### config.mk
export PLATFORM = sky130hd
export DESIGN_NAME = dst_ctrl
export DESIGN_NICKNAME = d
export VERILOG_FILES = /design/src/design/dst_pkg.sv /design/src/design/dst_ctrl.sv
export SDC_FILE = /design/constraint.sdc
export NUM_CORES = 1
export LEC_CHECK = 0
export BUFFER_PORTS_ARGS = -buffer_cell sky130_fd_sc_hd__buf_2
export CAP_MARGIN = 20
export CORE_AREA = 4 4 41 43
export CTS_CLUSTER_SIZE = 20
export DETAILED_ROUTE_END_ITERATION = 6
export DIE_AREA = 0 0 45 47
export GPL_TIMING_DRIVEN = 0
export PLACE_DENSITY = 0.6
export SYNTH_ARGS = -nofsm -noshare
export SYNTH_HDL_FRONTEND = slang
export SYNTH_SLANG_ARGS = --single-unit
### constraint.sdc
create_clock -name clk -period 1.9 [get_ports clk]
set_input_delay 0.57 -clock clk [delete_from_list [all_inputs] [get_ports clk]]
set_output_delay 0.57 -clock clk [all_outputs]
set_load 0.01 [all_outputs]
### src/design/dst_pkg.sv
// Shared types and constants for the decision stump trainer.
// Used by dst_ctrl, dst_datapath and decision_stump_trainer; no dependencies.
package dst_pkg;

	localparam int NFEAT     = 9;
	localparam int FEAT_W    = 16;
	localparam int THR_W     = 18;
	localparam int DIM_OUT_W = 4;
	localparam int CNT_OUT_W = 11;

	typedef logic signed [FEAT_W-1:0] feat_t;

	typedef enum logic {
		SCAN_INIT,
		SCAN_STEP
	} scan_mode_t;

	typedef struct packed {
		logic       load_train;
		logic       load_test;
		logic       scan_start;
		scan_mode_t scan_mode;
		logic       search_begin;
		logic       eval_empty;
		logic       eval_cut;
		logic       dim_commit;
		logic       emit_train;
	} dp_cmd_t;

	typedef struct packed {
		logic scan_done;
		logic has_next;
		logic last_dim;
		logic n_zero;
		logic out_free;
	} dp_status_t;

endpackage

### src/design/dst_ctrl.sv
// Sequencer for the decision stump trainer: record intake and the threshold search.
// Depends on dst_pkg; drives the dst_datapath command word.
module dst_ctrl
	import dst_pkg::*;
(
	input  logic       clk,
	input  logic       arst_n,
	input  logic       in_valid,
	input  logic       in_kind,
	input  logic       in_last,
	input  dp_status_t status,
	output dp_cmd_t    cmd,
	output logic       in_stall,
	output logic       busy
);

	typedef enum logic [2:0] {
		S_IDLE,
		S_BEGIN,
		S_SCAN_INIT,
		S_EVAL_EMPTY,
		S_SCAN_STEP,
		S_EVAL_CUT,
		S_COMMIT,
		S_FINISH
	} state_t;

	state_t state_q, state_nxt;

	always_comb begin
		cmd       = '0;
		state_nxt = state_q;
		in_stall  = 1'b1;
		unique case (state_q)
			S_IDLE: begin
				// a closing record needs the output register free
				in_stall = in_last && !status.out_free;
				if (in_valid && !in_stall) begin
					if (!in_kind) begin
						cmd.load_train = 1'b1;
						if (in_last)
							state_nxt = S_BEGIN;
					end else begin
						cmd.load_test = 1'b1;
					end
				end
			end
			S_BEGIN: begin
				cmd.search_begin = 1'b1;
				if (status.n_zero) begin
					state_nxt = S_FINISH;
				end else begin
					cmd.scan_start = 1'b1;
					cmd.scan_mode  = SCAN_INIT;
					state_nxt      = S_SCAN_INIT;
				end
			end
			S_SCAN_INIT: begin
				if (status.scan_done)
					state_nxt = S_EVAL_EMPTY;
			end
			S_EVAL_EMPTY: begin
				cmd.eval_empty = 1'b1;
				cmd.scan_start = 1'b1;
				cmd.scan_mode  = SCAN_STEP;
				state_nxt      = S_SCAN_STEP;
			end
			S_SCAN_STEP: begin
				if (status.scan_done)
					state_nxt = S_EVAL_CUT;
			end
			S_EVAL_CUT: begin
				cmd.eval_cut = 1'b1;
				if (status.has_next) begin
					cmd.scan_start = 1'b1;
					cmd.scan_mode  = SCAN_STEP;
					state_nxt      = S_SCAN_STEP;
				end else begin
					state_nxt = S_COMMIT;
				end
			end
			S_COMMIT: begin
				cmd.dim_commit = 1'b1;
				if (status.last_dim) begin
					state_nxt = S_FINISH;
				end else begin
					cmd.scan_start = 1'b1;
					cmd.scan_mode  = SCAN_INIT;
					state_nxt      = S_SCAN_INIT;
				end
			end
			S_FINISH: begin
				if (status.out_free) begin
					cmd.emit_train = 1'b1;
					state_nxt      = S_IDLE;
				end
			end
			default: state_nxt = S_IDLE;
		endcase
	end

	always_ff @(posedge clk or negedge arst_n) begin
		if (!arst_n) begin
			state_q <= S_IDLE;
			busy    <= 1'b0;
		end else begin
			state_q <= state_nxt;
			busy    <= (state_nxt != S_IDLE);
		end
	end

endmodule

-- After elaboration in Yosys (flattened, before gate mapping)
Cells that the tools add are included.
- $add $sub $neg: 0
- $mul: 0
- div/mod/pow operators: 0
- $lt $le $gt $ge: 0
- equal/unequal tests: 7
- shift operators: 0
- mux-type cells: 25
- bitwise gates (word level): 0
- reduce and logical (&&, ||, !) cells: 6
- operator list (operator ; number):
    $mux 3 ; 8
    $pmux 3 s8 ; 1
    $eq 3x3->1 const B ; 4
    $mux 2 ; 6
    $mux 1 ; 9
    $pmux 2 s4 ; 1
    $eq 3x2->1 const B ; 2
    $eq 3x1->1 const B ; 1
    $logic_not 3->1 ; 1
    $reduce_bool 3->1 ; 1
    $logic_and 1x1->1 ; 2
    $logic_not 1->1 ; 2
- register bits after elaboration: 4
- latch bits: 0
- memory bits (writable): 0
- ROM bits: 0
- input port bits: 10
- output and inout bits: 11
- logic and storage cells: 40
- memories kept: 0

-- Depth between registers and ports, before layout
- depth in word-level cells: 7
- gate-level depth with buffers: 4
- mapped depth without buffers: 3

-- Worst setup path before layout
Ideal clock, no wire load.
- path kind: register -> output
- start: register state_q[1]
- end: output port cmd[6] (netlist name)
- arrival time: 1107 ps
- data required time: 1330 ps
- slack: 223 ps
- cell stages (with the launch flop): 5
- buffers on the path: 1
- cells stage by stage: dfrtp_1 > buf_4 > nor3b_2 > nor2b_1 > a221o_1
- RTL lines (what ; RTL line ; RTL):
    from (decl) ; dst_ctrl.sv:28 ; state_t state_q, state_nxt;
    from (signal assigned) ; dst_ctrl.sv:107 ; state_q <= state_nxt;
    to (decl) ; dst_ctrl.sv:12 ; output dp_cmd_t cmd,

==> results.md <==
Outcome:
- The flow ran to the end, but the final reports show violations.
- The checks that failed: negative setup slack.

Logic synthesis:
- The number of library cell types mapped by synthesis is 24.
- Synthesis handed over a netlist of 42 instances.
- After synthesis the cells add up to 370 um^2.
- Synthesis inferred 4 register bits.
- After synthesis, the mean cell area works out to 8.82 um^2.
- Yosys printed 0 warnings.
- The portion of the post-synthesis area used by sequential elements is 0.270.
- Counting every net in the synthesized netlist gives 52.

Clocking:
- In this run, CTS created clock tree buffers numbering 3.
- The clock tree root buffer cell is sky130_fd_sc_hd__clkbuf_4.
- The latest clock arrival within the worst-skew pair is 0.23 ns.
- CTS built an H-tree with a depth of 1.
- The CTS sink count is 4.
- The longest clock path from root to sink contains 2 buffers.
- TritonCTS built the clock tree.
- After clock tree synthesis, the clock-pin slew on the worst setup and hold paths is 0.04 ns.

Power and ir drop:
- The total chip power is 934 uW.
- The worst-case IR drop observed on VDD is 709 uV.
- The leakage power is 0.314 nW.
- The total power per unit cell area is 1510 nW/um^2.

Detailed routing:
- In this run, the number of DRC markers left after iteration 0 of detailed routing was 0.
- The wire length after detailed routing is 1070 um.
- The total iterations of the first detailed-routing run is 1.
- The number of nets still failing antenna checks after routing is 0.
- Using the TritonRoute via totals, the vias-per-cell ratio works out to 4.61.
- The total via count in the routed design is 410.
- For this run, design rule violations remaining after detail routing come to 0.
- After detailed routing, the average wire length per cell comes to 12.0 um.

Floorplan:
- 21 I/O pins were placed.
- Measured along the y axis, the die boundary spans 47 um.
- The full die area is 2120 um^2.
- The core region area is 1300 um^2.
- Row generation in the floorplan step produced 13 rows.
- The initial core utilization is 0.285.
- The die is 45 um wide.

Critical path:
- The worst setup path is captured at a primary output.
- The largest fanout on the critical path is 6.
- The required time of the critical path is 1.33 ns.
- At the worst endpoint, the arrival time is 1.35 ns.
- The nature of the critical path startpoint is a flip-flop.
- The critical path class is reg2out.

Min path:
- The tightest min-delay check is of the in2async type.

Timing:
- The shortest clock period the worst path allows after layout is 1.92 ns.
- Once routing completed, OpenROAD measured the worst setup slack at -0.0187 ns.
- Clock skew on the completed layout was measured at 0.000537 ns.
- Setup repair after global routing could not meet its margin everywhere.
- The number of max-slew violations in the final report is 0.
- The count of endpoints failing setup in the final report is 2.
- The final clock period utilization by the worst path is 1.01.
- Headroom to the max-slew limit came out at 0.879.
- The slew at the pin closest to its max-slew limit is 0.180 ns.
- The achievable clock frequency is 521 MHz.
- Across all hold checks on the routed design, the worst slack comes to 0.135 ns.
- The final number of hold-violating endpoints came to 0.

GRT:
- The number of global-route vias before repair is 424.
- The global-route wire length before repair is 1730 um.
- The total track usage is 0.115.
- The initial antenna violation count came to 0.
- The total overflow left after global routing is 0.
- Entering global routing, the biggest net connects 8 pins.

Finish:
- The number of antenna cells inserted is 0.
- The register cell area after layout is 100 um^2.
- In the final design database the tool counted 86 nets.
- The library cells used most frequently in the layout, excluding fill and tap cells, are sky130_fd_sc_hd__buf_2 (19), sky130_fd_sc_hd__buf_4 (9), sky130_fd_sc_hd__nand2_1 (5).
- In the final layout, the share of cells above drive strength 1 is 0.635.
- Summing all multi-input logic gate instances after layout gives 259 um^2.
- The most common library cell in the layout ignoring fill and taps is sky130_fd_sc_hd__buf_2.
- The area growth from synthesis to layout is 67.2%.
- Counting the fill cells in the layout gives 147.

Placement:
- Once detailed placement completed, the half-perimeter wirelength came to 739 um.
- The quantity of I/O buffers inserted on ports is 20.
- At the end of routability-driven placement, the weighted congestion stood at 0.748.

Run:
- The count of maximum capacitance violations is 0.
## stage by stage
stage	utilization	setup slack (ns)	setup TNS, ns	cell area, um^2	std cells
floorplan	-	0.223	0	370	42
global route	0.476	-0.121	-0.277	619	89
CTS	0.449	-0.0343	-0.0525	584	87
finish	0.476	-0.0187	-0.0291	619	89
global placement	0.376	0.0784	0	489	77
detailed placement	0.376	0.0762	0	489	77
## power breakdown
group / internal (mW) / switching, mW / leakage, nW / total (mW)
clock network: 0.0704 / 0.0313 / 0.0138 / 0.102
registers: 0.126 / 0.0244 / 0.0477 / 0.150
logic: 0.365 / 0.317 / 0.253 / 0.682
## kinds of logic (layout without fill, tap and decap cells)
group                  count (synthesis)  count (layout)  synth area share
DFF                                    4               4             0.270
AOI/OAI and AO/OA                      9               9             0.213
buffers and inverters                  6              38            0.0912
and+or+nand+nor                       22              22             0.399
muxes                                  1               1            0.0270
## flip-flops by register name (all words and copies together) (netlist names)
signal / count
state_q: 3
busy: 1
## worst max-delay path: stages (launching register included)
cell	delay (ns)
sky130_fd_sc_hd__dfrtp_1	0.38
sky130_fd_sc_hd__buf_6	0.14
sky130_fd_sc_hd__nand2_2	0.09
sky130_fd_sc_hd__nor2_1	0.05
sky130_fd_sc_hd__a221o_1	0.33
sky130_fd_sc_hd__buf_2	0.14
## layout make-up
| cell class | instances | area share |
|---|---|---|
| buffer | 3 | 0.0545 |
| timing repair buffer | 29 | 0.281 |
| multi-input combinational | 32 | 0.418 |
| inverter | 3 | 0.0182 |
| sequential | 4 | 0.162 |
| tap | 15 | 0.0303 |
| clock buffer | 3 | 0.0364 |
## cells in the mapped netlist
master | count | area share
sky130_fd_sc_hd__nand2_1 | 5 | 0.051
sky130_fd_sc_hd__dfrtp_1 | 4 | 0.27
sky130_fd_sc_hd__buf_4 | 3 | 0.061
sky130_fd_sc_hd__nand2b_1 | 3 | 0.051
sky130_fd_sc_hd__nor2_1 | 3 | 0.030
sky130_fd_sc_hd__a21oi_1 | 2 | 0.027
sky130_fd_sc_hd__inv_1 | 2 | 0.020
sky130_fd_sc_hd__nand3b_1 | 2 | 0.041
sky130_fd_sc_hd__nand4b_1 | 2 | 0.047
sky130_fd_sc_hd__nor3b_2 | 2 | 0.068
sky130_fd_sc_hd__a21o_1 | 1 | 0.020
sky130_fd_sc_hd__a221o_1 | 1 | 0.027
sky130_fd_sc_hd__a31o_2 | 1 | 0.024
sky130_fd_sc_hd__and2_1 | 1 | 0.017
sky130_fd_sc_hd__and3_1 | 1 | 0.017
sky130_fd_sc_hd__inv_2 | 1 | 0.010
sky130_fd_sc_hd__mux2i_1 | 1 | 0.027
sky130_fd_sc_hd__nand2_2 | 1 | 0.017
sky130_fd_sc_hd__nor2b_1 | 1 | 0.017
sky130_fd_sc_hd__nor3_4 | 1 | 0.044
sky130_fd_sc_hd__o2111a_1 | 1 | 0.030
sky130_fd_sc_hd__o211ai_2 | 1 | 0.034
sky130_fd_sc_hd__o21ai_2 | 1 | 0.024
sky130_fd_sc_hd__o311a_1 | 1 | 0.027
## timing repair
action                     CTS  global route
setup buffers                7             2
pin swaps                    2             1
gates resized for setup      5             5
setup endpoints to repair    4             6
hold buffers                 0             0
## per-layer routing
metal	global-route usage	vias to the layer above	part of all wire	wire [um]
li1	-	218	-	-
met1	0.127	179	0.45	483
met2	0.192	13	0.49	526
met3	0.0307	0	0.053	57
met4	0.0819	0	0	0
met5	0	-	0	0
## path summary, 6_finish.rpt
path                             from          to  slack, ns  cells past startpoint
max                        state_q[2]      cmd[6]      -0.02                      5
min                            arst_n  state_q[0]       0.14                      1
max reg2reg                state_q[2]  state_q[2]       0.67                      6
min reg2reg                state_q[1]        busy       0.70                      3
max in group asynchronous      arst_n  state_q[2]       1.65                      1
min in group clk            status[1]  state_q[0]       0.66                      3
Power figures use the tool's default switching activity.
